--- config.mk ---
export PLATFORM = sky130hd
export DESIGN_NAME = rsp_divider
export DESIGN_NICKNAME = d
export VERILOG_FILES = /design/src/rtl/core/rsp_pkg.sv /design/src/rtl/core/rsp_divider.sv
export SDC_FILE = /design/constraint.sdc
export NUM_CORES = 1
export LEC_CHECK = 0
export ABC_AREA = 1
export BUFFER_PORTS_ARGS = -buffer_cell sky130_fd_sc_hd__buf_4
export CELL_PAD_IN_SITES_DETAIL_PLACEMENT = 0
export CELL_PAD_IN_SITES_GLOBAL_PLACEMENT = 1
export CORE_MARGIN = 1.5
export CORE_UTILIZATION = 29
export CTS_CLUSTER_DIAMETER = 80
export DETAILED_ROUTE_END_ITERATION = 10
export PLACE_DENSITY = 0.67
export SYNTH_ARGS = -nofsm -noshare
export SYNTH_HDL_FRONTEND = slang
export SYNTH_SLANG_ARGS = --single-unit
--- constraint.sdc ---
create_clock -name clk -period 1.8 [get_ports clk]
set_clock_uncertainty 0.15 [all_clocks]
set_input_delay 0.09 -clock clk [delete_from_list [all_inputs] [get_ports clk]]
set_output_delay 0.09 -clock clk [all_outputs]
set_load 0.02 [all_outputs]
--- src/rtl/core/rsp_pkg.sv ---
// Shared types, constants and helper functions for the row shelf placement unit.
// Used by rsp_isqrt, rsp_divider and row_shelf_placement_unit; no dependencies.
package rsp_pkg;

    localparam int MAX_ELEMENTS = 64;
    localparam int DIM_BITS     = 10;
    localparam int IDX_W        = 6;
    localparam int CNT_W        = 7;
    localparam int AREA_W       = 27;
    localparam int SUM_W        = 16;
    localparam int POS_W        = 18;
    localparam int ROOT_W       = 14;
    localparam int COEFF_W      = 11;
    localparam int PROD_W       = 26;

    localparam logic [COEFF_W-1:0] COEFF_MIN   = 11'd256;
    localparam logic [COEFF_W-1:0] COEFF_MAX   = 11'd1024;
    localparam logic [PROD_W-1:0]  ROUND_HALF  = 26'd128;
    localparam logic [3:0]         SQRT_LAST   = 4'd13;
    localparam logic [4:0]         DIV_LAST    = 5'd17;

    typedef enum logic [3:0] {
        S_IDLE,
        S_SQRT_GO,
        S_SQRT_WAIT,
        S_PW_MUL,
        S_PW_CMP,
        S_PACK_RD,
        S_PACK,
        S_PACK_END,
        S_SP_MUL,
        S_SP_SUB,
        S_SP_DIV,
        S_SP_WAIT,
        S_ROW_RD,
        S_ROW_LOAD,
        S_EL_RD,
        S_EL_OUT
    } rsp_state_t;

    typedef struct packed {
        logic [SUM_W-1:0] width_sum;
        logic [CNT_W-1:0] members;
        logic [SUM_W-1:0] y_base;
    } row_entry_t;

    // Gap k of a span: quotient plus one for the first r gaps, and the first
    // gap halved with its odd unit kept.
    function automatic logic [POS_W-1:0] gap_f(input logic [POS_W-1:0] q,
                                               input logic [CNT_W-1:0] k,
                                               input logic [CNT_W-1:0] r);
        logic [POS_W-1:0] g;
        begin
            g = q + ((k < r) ? {{(POS_W-1){1'b0}}, 1'b1} : '0);
            if (k == '0)
            begin
                g = {1'b0, g[POS_W-1:1]} + {{(POS_W-1){1'b0}}, g[0]};
            end
            return g;
        end
    endfunction

endpackage

--- src/rtl/core/rsp_divider.sv ---
// Restoring divider, one quotient bit per cycle, for splitting expansion space.
// Depends on rsp_pkg.
module rsp_divider
    import rsp_pkg::*;
(
    input  logic             clk,
    input  logic             rst_n,
    input  logic             start,
    input  logic [POS_W-1:0] dividend,
    input  logic [CNT_W-1:0] divisor,
    output logic             done,
    output logic [POS_W-1:0] quotient,
    output logic [CNT_W-1:0] remainder
);

    logic [POS_W-1:0] quo_reg, quo_next;
    logic [CNT_W-1:0] rem_reg, rem_next;
    logic [CNT_W-1:0] dvs_reg, dvs_next;
    logic [4:0]       cnt_reg, cnt_next;
    logic             run_reg, run_next;
    logic             done_reg, done_next;
    logic [CNT_W:0]   rem_sh;
    logic [CNT_W:0]   diff;

    always_comb
    begin
        quo_next  = quo_reg;
        rem_next  = rem_reg;
        dvs_next  = dvs_reg;
        cnt_next  = cnt_reg;
        run_next  = run_reg;
        done_next = 1'b0;
        rem_sh    = {rem_reg, quo_reg[POS_W-1]};
        diff      = rem_sh - {1'b0, dvs_reg};
        if (start)
        begin
            quo_next = dividend;
            rem_next = '0;
            dvs_next = divisor;
            cnt_next = '0;
            run_next = 1'b1;
        end
        else if (run_reg)
        begin
            if (rem_sh >= {1'b0, dvs_reg})
            begin
                rem_next = diff[CNT_W-1:0];
                quo_next = {quo_reg[POS_W-2:0], 1'b1};
            end
            else
            begin
                rem_next = rem_sh[CNT_W-1:0];
                quo_next = {quo_reg[POS_W-2:0], 1'b0};
            end
            cnt_next = cnt_reg + 5'd1;
            if (cnt_reg == DIV_LAST)
            begin
                run_next  = 1'b0;
                done_next = 1'b1;
            end
        end
    end

    always_ff @(posedge clk or negedge rst_n)
    begin
        if (!rst_n)
        begin
            run_reg  <= 1'b0;
            done_reg <= 1'b0;
            cnt_reg  <= '0;
        end
        else
        begin
            run_reg  <= run_next;
            done_reg <= done_next;
            cnt_reg  <= cnt_next;
        end
    end

    always_ff @(posedge clk)
    begin
        quo_reg <= quo_next;
        rem_reg <= rem_next;
        dvs_reg <= dvs_next;
    end

    assign done      = done_reg;
    assign quotient  = quo_reg;
    assign remainder = rem_reg;

endmodule

==> results.sh <==
export IMPL_slowest_stage="edfxtp_1"
export IMPL_final_nets=374
export IMPL_hp_class="in -> reg"
export IMPL_fp_dieW_um=86.0
export IMPL_reg2reg_to="remainder[2]"
export IMPL_drt_iter0_drc=40
export IMPL_clkPwrFrac_pct=16.7
export IMPL_synth_top_cell_by_area="edfxtp_1"
export IMPL_clockBufferDepth=2
export IMPL_max_stage_delay_ns=0.42
export IMPL_seqPwrFrac_pct=33.2
export IMPL_clk_pin_slew_worst_paths_ns=0.07
export IMPL_io_pins=54
export IMPL_largest_register_ffs=18
export IMPL_drt_pass1_iterations=4
export IMPL_clock_latency_ns=0.30
export IMPL_fillers=651
export IMPL_overflow=0
export IMPL_fmax_mhz=552
export IMPL_async_flop_share_pct=17.9
export IMPL_worstPathArrival_ns=1.85
export IMPL_cts_sinks=39
export IMPL_worst_setup_path_end_kind="flip-flop"
export IMPL_wl_um=5090
export IMPL_multi_input_area_um2=890
export IMPL_grtUsageTotal_pct=14.5
export IMPL_leakage_nw=1.53
export IMPL_yosysWarningCount=0
export IMPL_syn_nets=270
export IMPL_reg2reg_depth=8
export IMPL_period_minus_slack_ns=1.81
export IMPL_ant_nets=0
export IMPL_status="finished, violations left"
export IMPL_ir_worst_vdd_mv=0.358
export IMPL_holdPathStages=3
export IMPL_cts_root_buf="clkbuf_8"
export IMPL_switchingPower_mw=1.43
export IMPL_seq_area_um2=1070
export IMPL_setup_tns_ns=-0.0333
export IMPL_p_sw_share_pct=38.2
export IMPL_min_to="quotient[0]"
export IMPL_antenna_cells=0
export IMPL_finalWorstSetupSlack_ns=-0.0126
export IMPL_yosysSeqAreaShare_pct=53.3
export IMPL_ys_seq_elements=39
export IMPL_p_int_mw=2.32
export IMPL_cts_tree="built"
export IMPL_finalCritPeriodShare_pct=101
export IMPL_postLayoutCoreUtil_pct=46.0
export IMPL_synth_area_leaders="edfxtp_1 38%, nand2_1 18%, dfrtp_1 8.8%, dfxtp_1 7.0%, ha_1 5.6%"
export IMPL_synth_enable_flop_cells=25
export IMPL_slew_headroom_pct=71.2
export IMPL_htreeDepth=2
export IMPL_setup_viol=6
export IMPL_crit_required_ns=1.84
export IMPL_violations="negative setup slack"
export IMPL_met1_usage_pct=18.9
export IMPL_num_rows=30
export IMPL_use_met2_pct=23.0
export IMPL_share_comb_of_total_power_pct=50.0
export IMPL_fp_dieArea_um2=7400
export IMPL_grt_pass1_vias=1790
export IMPL_drive_gt1_share_pct=31.5
export IMPL_crit_path_max_fanout=2
export IMPL_avgSynthCellArea_um2=8.62
export IMPL_critPathKind="reg -> reg"
export IMPL_yosysMostFrequentCell="nand2_1"
export IMPL_grt_pass1_wl_um=8310
export IMPL_hp_start="dividend[0]"
export IMPL_ys_flop_type="edfxtp_1"
export IMPL_grt_util_met3_pct=4.33
export IMPL_crit_path_frequent_cell="buf_4"
export IMPL_synth_commonest_cells="96 x nand2_1, 26 x inv_1, 25 x edfxtp_1, 18 x nand3_1, 9 x ha_1"
export IMPL_numCtsBuffers=5
export IMPL_synthCells=232
export IMPL_wl_per_cell_um=12.2
export IMPL_p_per_area_nw_per_um2=1220
export IMPL_place_congestion=0.807
export IMPL_rsz0062_at_grt="true"
export IMPL_portBuffers=53
export IMPL_slew_violations=0
export IMPL_finalHoldViolCount=0
export IMPL_core_um2=6720
export IMPL_dp_hpwl_um=3550
export IMPL_start_util_pct=29.8
export IMPL_vias_per_cell=4.35
export IMPL_critPathLaunchType="flip-flop"
export IMPL_tightest_slew_ns=0.432
export IMPL_top_usage_layer="met2"
export IMPL_rrSetupSlack_ns=-0.01
export IMPL_synth_top_cell_area_share_pct=37.5
export IMPL_syn_area_um2=2000
export IMPL_r2r_start="dvs_reg[0]"
export IMPL_ys_types=28
export IMPL_grt_max_degree=21
export IMPL_cap_violations=0
export IMPL_cp_cell_sequence="ha_4 -> fa_2 -> buf_4 -> buf_4 -> xor2_2 -> nand2_2 -> nand3_1 -> nand2_1"
export IMPL_antenna_found_initial=0
export IMPL_drc=0
export IMPL_num_vias=1816
export IMPL_die_h_um=86.0
export IMPL_area_growth_pct=54.4
-- stage by stage --
step	cells	setup WS, ns	cell area [um^2]	power [mW]	hold WS [ns]
3_5_place_dp	379	-0.0525	2650	2.98	-0.241
6_report	417	-0.0126	3090	3.75	0.0167
4_1_cts	416	-0.0169	3060	3.73	0.00867
2_1_floorplan	232	-0.0865	2040	2.31	-0.356
3_3_place_gp	379	-0.0464	2650	3.00	-0.242
5_1_grt	417	-0.102	3090	4.03	0.0171
-- cell usage in the layout (no fill, tap or decap), drive strengths merged --
cell type	netlist	routed
nand2	96	96
buf	2	74
inv	30	30
dlygate4sd3	0	27
edfxtp	25	25
nand3	19	19
ha	9	9
nor2	9	9
dfrtp	7	7
dfxtp	7	7
clkbuf	2	6
a21oi	6	6
nand3b	4	4
nor3	3	3
nand4	3	3
o21ai	3	3
or2	1	1
a31oi	1	1
xnor2	1	1
xor2	1	1
nor3b	1	1
o22ai	1	1
fa	1	1
clkinv	0	1
clkinvlp	0	1
-- cell type report --
type | count | area share, %
Timing Repair Buffer | 101 | 26.7
Tap cell | 80 | 3.24
Sequential cell | 39 | 34.5
Clock buffer | 6 | 2.67
Multi-Input combinational cell | 159 | 28.8
Clock inverter | 2 | 0.365
Inverter | 30 | 3.65
-- routing by layer --
layer / vias to the layer above / routed length [um]
li1: 951 / -
met1: 801 / 2390
met2: 58 / 2290
met3: 6 / 336
met4: 0 / 74
met5: - / 0
-- how the worst max path moves through the flow --
stage | end | slack (ns) | cells past startpoint | startpoint
floorplan | remainder[6] | -0.09 | 11 | quotient[17]
global route | remainder[3] | -0.10 | 10 | quotient[17]
detailed placement | quotient[0] | -0.05 | 8 | quotient[17]
finish | remainder[2] | -0.01 | 8 | dvs_reg[0]
global placement | quotient[0] | -0.05 | 8 | quotient[17]
CTS | quotient[0] | -0.02 | 8 | quotient[17]
-- worst max-delay path: cells and delay by family, from the launching register on --
family | cells | cell delay, ns
simple gates | 3 | 0.18
flops | 1 | 0.42
xor+xnor | 1 | 0.16
buf+inv | 2 | 0.27
fa+ha+maj | 2 | 0.53
-- cell families (layout without fill, tap and decap cells) --
logic type	count (synthesis)	count (layout)	share of synthesized area (%)
AO/OA/AOI/OAI	11	11	3.63
buffers and inverters	34	139	6.44
XOR/XNOR	2	2	0.876
flip-flops	39	39	53.3
AND/OR/NAND/NOR	136	136	29.1
adder cells (fa/ha/maj)	10	10	6.63
-- power groups by stage --
stage / clock network [mW] / logic [mW] / registers (mW)
floorplan: 0 / 0.903 / 1.40
global placement: 0 / 1.74 / 1.26
detailed placement: 0 / 1.72 / 1.26
CTS: 0.647 / 1.83 / 1.25
global route: 0.681 / 2.08 / 1.27
finish: 0.629 / 1.88 / 1.25
-- repair_timing --
| item | in CTS | in global routing |
|---|---|---|
| setup buffers | 2 | 1 |
| gates resized for setup | 5 | 5 |
| hold buffers | 27 | 0 |
| endpoints found under the setup margin | 8 | 8 |
| pin swaps | 4 | 3 |
| endpoints found under the hold margin | 39 | 0 |
No activity file was read; power rests on OpenSTA's default activity.
