--- src/rtl/core/rsp_pkg.sv ---
// Shared types, constants and helper functions for the row shelf placement unit.
// Used by rsp_isqrt, rsp_divider and row_shelf_placement_unit; no dependencies.
package rsp_pkg;

    localparam int MAX_ELEMENTS = 64;
    localparam int DIM_BITS     = 10;
    localparam int IDX_W        = 6;
    localparam int CNT_W        = 7;
    localparam int AREA_W       = 27;
    localparam int SUM_W        = 16;
    localparam int POS_W        = 18;
    localparam int ROOT_W       = 14;
    localparam int COEFF_W      = 11;
    localparam int PROD_W       = 26;

    localparam logic [COEFF_W-1:0] COEFF_MIN   = 11'd256;
    localparam logic [COEFF_W-1:0] COEFF_MAX   = 11'd1024;
    localparam logic [PROD_W-1:0]  ROUND_HALF  = 26'd128;
    localparam logic [3:0]         SQRT_LAST   = 4'd13;
    localparam logic [4:0]         DIV_LAST    = 5'd17;

    typedef enum logic [3:0] {
        S_IDLE,
        S_SQRT_GO,
        S_SQRT_WAIT,
        S_PW_MUL,
        S_PW_CMP,
        S_PACK_RD,
        S_PACK,
        S_PACK_END,
        S_SP_MUL,
        S_SP_SUB,
        S_SP_DIV,
        S_SP_WAIT,
        S_ROW_RD,
        S_ROW_LOAD,
        S_EL_RD,
        S_EL_OUT
    } rsp_state_t;

    typedef struct packed {
        logic [SUM_W-1:0] width_sum;
        logic [CNT_W-1:0] members;
        logic [SUM_W-1:0] y_base;
    } row_entry_t;

    // Gap k of a span: quotient plus one for the first r gaps, and the first
    // gap halved with its odd unit kept.
    function automatic logic [POS_W-1:0] gap_f(input logic [POS_W-1:0] q,
                                               input logic [CNT_W-1:0] k,
                                               input logic [CNT_W-1:0] r);
        logic [POS_W-1:0] g;
        begin
            g = q + ((k < r) ? {{(POS_W-1){1'b0}}, 1'b1} : '0);
            if (k == '0)
            begin
                g = {1'b0, g[POS_W-1:1]} + {{(POS_W-1){1'b0}}, g[0]};
            end
            return g;
        end
    endfunction

endpackage

--- src/rtl/core/rsp_isqrt.sv ---
// Bit-pair integer square root, two radicand bits per cycle.
// Depends on rsp_pkg.
module rsp_isqrt
    import rsp_pkg::*;
(
    input  logic              clk,
    input  logic              rst_n,
    input  logic              start,
    input  logic [AREA_W-1:0] radicand,
    output logic              done,
    output logic [ROOT_W-1:0] root
);

    logic [2*ROOT_W-1:0] rad_reg, rad_next;
    logic [ROOT_W:0]     rem_reg, rem_next;
    logic [ROOT_W-1:0]   root_reg, root_next;
    logic [3:0]          cnt_reg, cnt_next;
    logic                run_reg, run_next;
    logic                done_reg, done_next;
    logic [ROOT_W+2:0]   rem_sh;
    logic [ROOT_W+2:0]   trial;
    logic [ROOT_W+2:0]   diff;

    always_comb
    begin
        rad_next  = rad_reg;
        rem_next  = rem_reg;
        root_next = root_reg;
        cnt_next  = cnt_reg;
        run_next  = run_reg;
        done_next = 1'b0;
        rem_sh    = {rem_reg, rad_reg[2*ROOT_W-1:2*ROOT_W-2]};
        trial     = {1'b0, root_reg, 2'b01};
        diff      = rem_sh - trial;
        if (start)
        begin
            rad_next  = {1'b0, radicand};
            rem_next  = '0;
            root_next = '0;
            cnt_next  = '0;
            run_next  = 1'b1;
        end
        else if (run_reg)
        begin
            rad_next = {rad_reg[2*ROOT_W-3:0], 2'b00};
            if (rem_sh >= trial)
            begin
                rem_next  = diff[ROOT_W:0];
                root_next = {root_reg[ROOT_W-2:0], 1'b1};
            end
            else
            begin
                rem_next  = rem_sh[ROOT_W:0];
                root_next = {root_reg[ROOT_W-2:0], 1'b0};
            end
            cnt_next = cnt_reg + 4'd1;
            if (cnt_reg == SQRT_LAST)
            begin
                run_next  = 1'b0;
                done_next = 1'b1;
            end
        end
    end

    always_ff @(posedge clk or negedge rst_n)
    begin
        if (!rst_n)
        begin
            run_reg  <= 1'b0;
            done_reg <= 1'b0;
            cnt_reg  <= '0;
        end
        else
        begin
            run_reg  <= run_next;
            done_reg <= done_next;
            cnt_reg  <= cnt_next;
        end
    end

    always_ff @(posedge clk)
    begin
        rad_reg  <= rad_next;
        rem_reg  <= rem_next;
        root_reg <= root_next;
    end

    assign done = done_reg;
    assign root = root_reg;

endmodule

--- config.mk ---
export PLATFORM = sky130hd
export DESIGN_NAME = rsp_isqrt
export DESIGN_NICKNAME = d
export VERILOG_FILES = /design/src/rtl/core/rsp_pkg.sv /design/src/rtl/core/rsp_isqrt.sv
export SDC_FILE = /design/constraint.sdc
export NUM_CORES = 1
export LEC_CHECK = 0
export ABC_CLOCK_PERIOD_IN_PS = 2300
export BUFFER_PORTS_ARGS = -buffer_cell sky130_fd_sc_hd__buf_2
export CAP_MARGIN = 5
export CORE_ASPECT_RATIO = 1.1
export CORE_UTILIZATION = 52
export DETAILED_ROUTE_END_ITERATION = 10
export PLACE_DENSITY = 0.76
export SLEW_MARGIN = 0
export SYNTH_ARGS = -nofsm -noshare
export SYNTH_HDL_FRONTEND = slang
export SYNTH_SLANG_ARGS = --single-unit
--- constraint.sdc ---
create_clock -name clk -period 2.3 [get_ports clk]
set_input_delay 0 -clock clk [delete_from_list [all_inputs] [get_ports clk]]
set_output_delay 0 -clock clk [all_outputs]
set_load 0.01 [all_outputs]
==> results.py, run 1 <==
metrics = {
    "yosys": {
        "avgSynthCellArea_sq_um": 10.8,
        "seq_area_frac_synth": 0.459,
        "syn_inst": 314,
        "synth_flop_cell": "dfxtp_1",
        "synth.top_cell.area_share": 0.238,
        "syn_nets": 362,
        "netlist_top_cells_area": "edfxtp_1, dfxtp_1, mux2_2",
        "ys_ff_latch": 63,
        "async_flop_share": 0.0952,
        "syn_area_sq_um": 3400,
        "ys_warn_count": 0,
        "synthDistinctLibCells": 50,
        "synth_top_cell_by_area": "edfxtp_1",
        "synth-edff-count": 27,
    },
    "timing": {
        "finClkSkew_ns": 0.0140,
        "rsz0062_at_grt": "true",
        "relSlewSlack": 0.575,
        "hold_viol_final": 0,
        "finalSetupViolations": 1,
        "drv_slew": 0,
        "worst_slack_ns": -0.0510,
        "layout_worst_path_cycle_share": 1.02,
        "fin_setup_tns_ns": -0.0510,
        "worst_slew_pin_slew_ns": 0.636,
        "max_freq_mhz": 425,
        "fin_crit_ns": 2.35,
    },
    "layout": {
        "largest_reg_flops": 28,
        "regArea_sq_um": 1580,
        "multi_input_area_sq_um": 1870,
        "diodes": 0,
        "layout-drive-gt1-share": 0.396,
        "final_cells": 504,
        "final_nets": 467,
        "synthToLayoutAreaGrowth_pct": 35.8,
        "nFillCells": 391,
    },
    "setup_path": {
        "worstSetupPathType": "flop to flop",
        "critPathArrivalTime_ns": 2.60,
        "crit_fanout": 6,
        "r2r_start": "rem_reg[10]",
        "crit_path_start_kind": "flop",
        "r2r_setup_slack_ns": -0.05,
        "end_kind": "flop",
        "reg2reg_depth": 9,
        "worstReg2RegEnd": "rem_reg[13]",
        "critPathRequiredTime_ns": 2.55,
    },
    "placement": {
        "gp_congestion": 0.899,
        "numPortBuffers": 44,
        "place_ws_ns": -0.0906,
        "hpwl_mm": 5.35,
        "placed_cells": 454,
    },
    "floorplan": {
        "io_pins": 45,
        "core_area_sq_um": 6230,
        "start_util": 0.546,
        "fp-row-count": 30,
        "die_h_um": 86.8,
        "dieArea_sq_um": 6870,
        "die_x_um": 79.1,
    },
    "power_and_ir_drop": {
        "p_per_area_nw_per_um2": 1170,
        "leakagePower_uw": 0.00198,
        "power_uw": 5380,
        "peakVddDrop_mv": 0.746,
    },
    "global_route": {
        "grt_pass1_vias": 2995,
        "gr-total-overflow": 0,
        "grt_start_max_net_pins": 28,
        "antenna_found_initial": 0,
        "grt_pass1_wl_mm": 14.6,
        "grt_usage": 0.288,
    },
    "hold_path": {
        "hold_path_class": "input pin to flop",
        "hold_start": "start",
        "whs_path_depth": 2,
        "worst_hold_path.endpoint": "rad_reg[12]",
    },
    "route": {
        "wire_per_inst_um": 19.7,
        "drcViolationCount": 0,
        "wirelength_mm": 9.95,
        "drtAntennaViolNets": 0,
        "vias": 2991,
        "drt-pass1-iter-count": 4,
        "vias_per_cell": 5.93,
        "first_iter_violations": 325,
    },
    "clocking": {
        "clkTransAtPathRegs_ns": 0.09,
        "cts_buffers": 9,
        "clock_path_buffers": 2,
        "clk_latency_ns": 0.37,
        "cts_max_level": 3,
        "root_buffer": "clkbuf_8",
        "cts_sinks": 63,
        "cts_tree": "built",
    },
    "job": {
        "maxCapViolCount": 0,
    },
    "outcome": {
        "violations": "setup timing",
        "outcome": "finished with violations",
    },
}
[report_power, final]
| group | switching [uW] | internal, uW |
|---|---|---|
| Clock | 494 | 511 |
| Combinational | 1460 | 1400 |
| Sequential | 158 | 1350 |
[per-layer routing]
metal | vias up | global-route usage | part of all wire
li1 | 1374 | - | -
met1 | 1463 | 0.322 | 0.38
met2 | 123 | 0.523 | 0.52
met3 | 31 | 0.0758 | 0.059
met4 | 0 | 0.106 | 0.036
met5 | - | 0 | 0
[cells in the mapped netlist, drive strengths merged, types with 5 or more instances]
master / n
nor2: 36
dfxtp: 30
edfxtp: 27
mux2: 25
inv: 21
ha: 18
mux2i: 14
nand2: 12
clkbuf: 11
o21ai: 11
nand3: 9
xor2: 9
a21oi: 7
nand4: 7
dfrtp: 6
a21o: 5
and2: 5
xnor2: 5
[critical path: stages, from the launching register on]
cell	delay (ns)
dfxtp_1	0.42
ha_4	0.26
a21oi_1	0.21
o21ai_0	0.13
a31oi_1	0.27
buf_4	0.19
a31oi_4	0.13
buf_4	0.17
o41a_2	0.36
o31a_1	0.10
[layout by cell type (no fill, tap or decap), types with 8 or more instances in the layout]
cell / instances
dfxtp_1: 21
buf_4: 33
inv_1: 15
mux2i_1: 14
ha_1: 8
mux2_2: 25
xor2_1: 9
o21ai_0: 10
nor2_1: 34
nand2_1: 12
edfxtp_1: 27
buf_2: 44
ha_4: 10
dlygate4sd3_1: 29
clkbuf_8: 9
[kinds of logic after synthesis]
logic type	Yosys count	share of synthesized area
adder cells (fa/ha/maj)	18	0.0662
flip-flops	63	0.459
AO/OA/AOI/OAI	64	0.156
AND/OR/NAND/NOR	81	0.113
XOR/XNOR	14	0.0361
multiplexers	39	0.124
buffers and inverters	35	0.0460
[cell type report]
type | instances | area share
multi-input combinational | 216 | 0.405
sequential | 63 | 0.342
timing repair buffer | 108 | 0.171
clock buffer | 9 | 0.0268
tap | 80 | 0.0217
clock inverter | 7 | 0.0173
inverter | 21 | 0.0171
[how the worst max path moves through the flow]
stage / slack (ns) / cells past startpoint / to / startpoint
5_1_grt: -0.13 / 9 / rem_reg[13] / rem_reg[10]
3_3_place_gp: -0.008 / 8 / rem_reg[14] / root[4]
6_report: -0.05 / 9 / rem_reg[13] / rem_reg[10]
3_5_place_dp: -0.09 / 9 / root[0] / root[0]
2_1_floorplan: 0.03 / 8 / rem_reg[13] / root[10]
4_1_cts: 0.01 / 9 / rem_reg[0] / root[0]
[through the flow]
stage | util | hold slack (ns) | instance area [sq um]
2_1_floorplan | - | -0.296 | 3400
3_3_place_gp | 0.623 | -0.172 | 3880
3_5_place_dp | 0.623 | -0.166 | 3880
4_1_cts | 0.714 | 0.262 | 4450
5_1_grt | 0.741 | 0.299 | 4620
6_report | 0.741 | 0.287 | 4620
[repair_timing]
item                                    CTS  global route
endpoints found under the setup margin   13            16
pin swaps                                 4             9
buffers inserted                          0             6
hold endpoints to repair                 33             0
resized for setup                         9            32
hold buffers                             29             0
Power figures use the tool's default switching activity.
==> inputs of run 2 (changes only) <==
--- a/config.mk
+++ b/config.mk
@@ -5,12 +5,14 @@
 export SDC_FILE = /design/constraint.sdc
 export NUM_CORES = 1
 export LEC_CHECK = 0
-export ABC_CLOCK_PERIOD_IN_PS = 2300
+export ABC_CLOCK_PERIOD_IN_PS = 2150
 export BUFFER_PORTS_ARGS = -buffer_cell sky130_fd_sc_hd__buf_2
 export CAP_MARGIN = 5
 export CORE_ASPECT_RATIO = 1.1
+export CORE_MARGIN = 2
 export CORE_UTILIZATION = 52
 export DETAILED_ROUTE_END_ITERATION = 10
+export HOLD_SLACK_MARGIN = 0.08
 export PLACE_DENSITY = 0.76
 export SLEW_MARGIN = 0
 export SYNTH_ARGS = -nofsm -noshare
==> constraint.sdc (replaced) <==
create_clock -name clk -period 2.15 [get_ports clk]
set_input_delay 0 -clock clk [delete_from_list [all_inputs] [get_ports clk]]
set_output_delay 0 -clock clk [all_outputs]
set_load 0.01 [all_outputs]
==> results.py, run 2 (synthesis results as in run 1) <==
metrics = {
    "outcome": {
        "outcome": "finished with violations",
        "violations": "setup timing",
    },
    "setup_path": {
        "worstReg2RegEnd": "rem_reg[14]",
        "crit_chain": "ha_4 -> buf_4 -> nor3_1 -> nor2_1 -> o2111ai_2 -> a31oi_4 -> nor2_4 -> buf_12 -> o31ai_2",
        "critPathSlowestCell": "dfxtp_1",
        "crit_path_start_kind": "flop",
        "r2r_setup_slack_ns": -0.1,
        "r2r_start": "rem_reg[3]",
        "worstSetupPathType": "flop to flop",
        "critPathRequiredTime_ns": 2.40,
        "cp-endpoint": "rem_reg[14]",
        "reg2reg_depth": 9,
        "crit_path_max_incr_delay_ns": 0.37,
        "crit_fanout": 10,
        "startpoint": "rem_reg[3]",
        "critPathArrivalTime_ns": 2.50,
        "end_kind": "flop",
    },
    "floorplan": {
        "start_util": 0.546,
        "die_x_um": 81.1,
        "fp-row-count": 30,
        "die_h_um": 88.8,
        "io_pins": 45,
        "dieArea_sq_um": 7200,
        "core_area_sq_um": 6230,
    },
    "route": {
        "first_iter_violations": 452,
        "wire_per_inst_um": 20.4,
        "drtAntennaViolNets": 0,
        "vias": 3147,
        "wirelength_mm": 10.6,
        "drt-pass1-iter-count": 5,
        "drcViolationCount": 0,
        "vias_per_cell": 6.03,
    },
    "clocking": {
        "clkTransAtPathRegs_ns": 0.08,
        "cts_sinks": 63,
        "clk_latency_ns": 0.36,
        "root_buffer": "clkbuf_8",
        "clock_path_buffers": 2,
        "cts_buffers": 9,
        "cts_max_level": 3,
        "cts_tree": "built",
    },
    "layout": {
        "diodes": 0,
        "layout-drive-gt1-share": 0.455,
        "mostFrequentLayoutCells": "buf_4, buf_2, nor2_1",
        "fin_area_sq_um": 4880,
        "multi_input_area_sq_um": 1950,
        "nFillCells": 351,
        "final_common_cell": "buf_4",
        "regArea_sq_um": 1580,
        "synthToLayoutAreaGrowth_pct": 43.6,
        "final_nets": 485,
        "largest_reg_flops": 28,
    },
    "global_route": {
        "grt_start_max_net_pins": 36,
        "gr-total-overflow": 0,
        "antenna_found_initial": 0,
        "grt_pass1_vias": 3130,
        "grt_usage": 0.308,
        "grt_pass1_wl_mm": 16.3,
    },
    "timing": {
        "finalSetupViolations": 15,
        "fin_crit_ns": 2.25,
        "finClkSkew_ns": 0.00857,
        "hold_viol_final": 0,
        "worst_slack_ns": -0.0981,
        "hold_ws_ns": 0.483,
        "relSlewSlack": 0.513,
        "max_freq_mhz": 445,
        "fin_setup_tns_ns": -0.762,
        "rsz0062_at_grt": "true",
        "drv_slew": 0,
        "worst_slew_pin_slew_ns": 0.728,
        "layout_worst_path_cycle_share": 1.05,
    },
    "power_and_ir_drop": {
        "swShare": 0.389,
        "clkPwrFrac": 0.201,
        "combPwrFrac": 0.549,
        "switchingPower_uw": 2530,
        "seqPwrFrac": 0.250,
        "p_per_area_nw_per_um2": 1330,
        "peakVddDrop_mv": 1.06,
        "power_uw": 6510,
        "leakagePower_uw": 0.00211,
        "intPower_uw": 3980,
    },
    "placement": {
        "numPortBuffers": 44,
        "gp_congestion": 0.897,
        "hpwl_mm": 5.24,
        "place_area_sq_um": 4010,
    },
    "job": {
        "maxCapViolCount": 0,
    },
    "hold_path": {
        "hold_path_class": "input pin to flop",
    },
}
==> run 2: worst min path at each step <==
stage                           start  cells after the start         end  slack (ns)
final                     radicand[8]                      3  rad_reg[8]        0.48
after global routing      radicand[2]                      3  rad_reg[2]        0.50
after global placement          rst_n                      1        done       -0.17
after floorplan                 rst_n                      0  cnt_reg[0]       -0.30
after CTS                 radicand[0]                      3  rad_reg[0]        0.46
after detailed placement        rst_n                      1        done       -0.17
==> run 2: final cells by class <==
class                   instances  share of cell area
clock buffers                   9              0.0254
multi-input cells             217               0.399
well taps                      80              0.0205
clock inverters                 7              0.0246
flip-flops and latches         63               0.323
repair buffers                125               0.192
inverters                      21              0.0161
==> run 2: what timing repair did <==
| action | in CTS | in global routing |
|---|---|---|
| endpoints found under the hold margin | 34 | 0 |
| buffers inserted | 13 | 4 |
| gates cloned | 1 | 0 |
| resized for setup | 19 | 25 |
| pin swaps | 18 | 15 |
| endpoints found under the setup margin | 16 | 16 |
| hold buffers | 30 | 0 |
==> run 2: worst max-delay path: cells and delay by family, from the launching register on <==
family	cells	cell delay (ns)
compound gates	3	0.84
flops	1	0.37
simple gates	3	0.32
fa+ha+maj	1	0.30
buf+inv	2	0.31
==> run 2: metal layers <==
| metal | part of all wire | global-route usage |
|---|---|---|
| met1 | 0.38 | 0.360 |
| met2 | 0.51 | 0.529 |
| met3 | 0.073 | 0.0663 |
| met4 | 0.039 | 0.163 |
| met5 | 0 | 0 |
==> run 2: power by group through the flow <==
stage	sequential (uW)	combinational, uW	clock (uW)
3_5_place_dp	1600	2540	0
5_1_grt	1640	3780	1360
3_3_place_gp	1590	2500	0
2_1_floorplan	1590	1850	0
6_report	1620	3570	1310
4_1_cts	1600	3020	1280
==> run 2: per-stage QoR <==
stage / instances / setup slack [ns] / util
floorplan: 314 / 0.0134 / -
global placement: 458 / -0.0568 / 0.644
detailed placement: 458 / -0.165 / 0.644
CTS: 518 / 0.0000293 / 0.766
global route: 522 / -0.139 / 0.784
finish: 522 / -0.0981 / 0.784
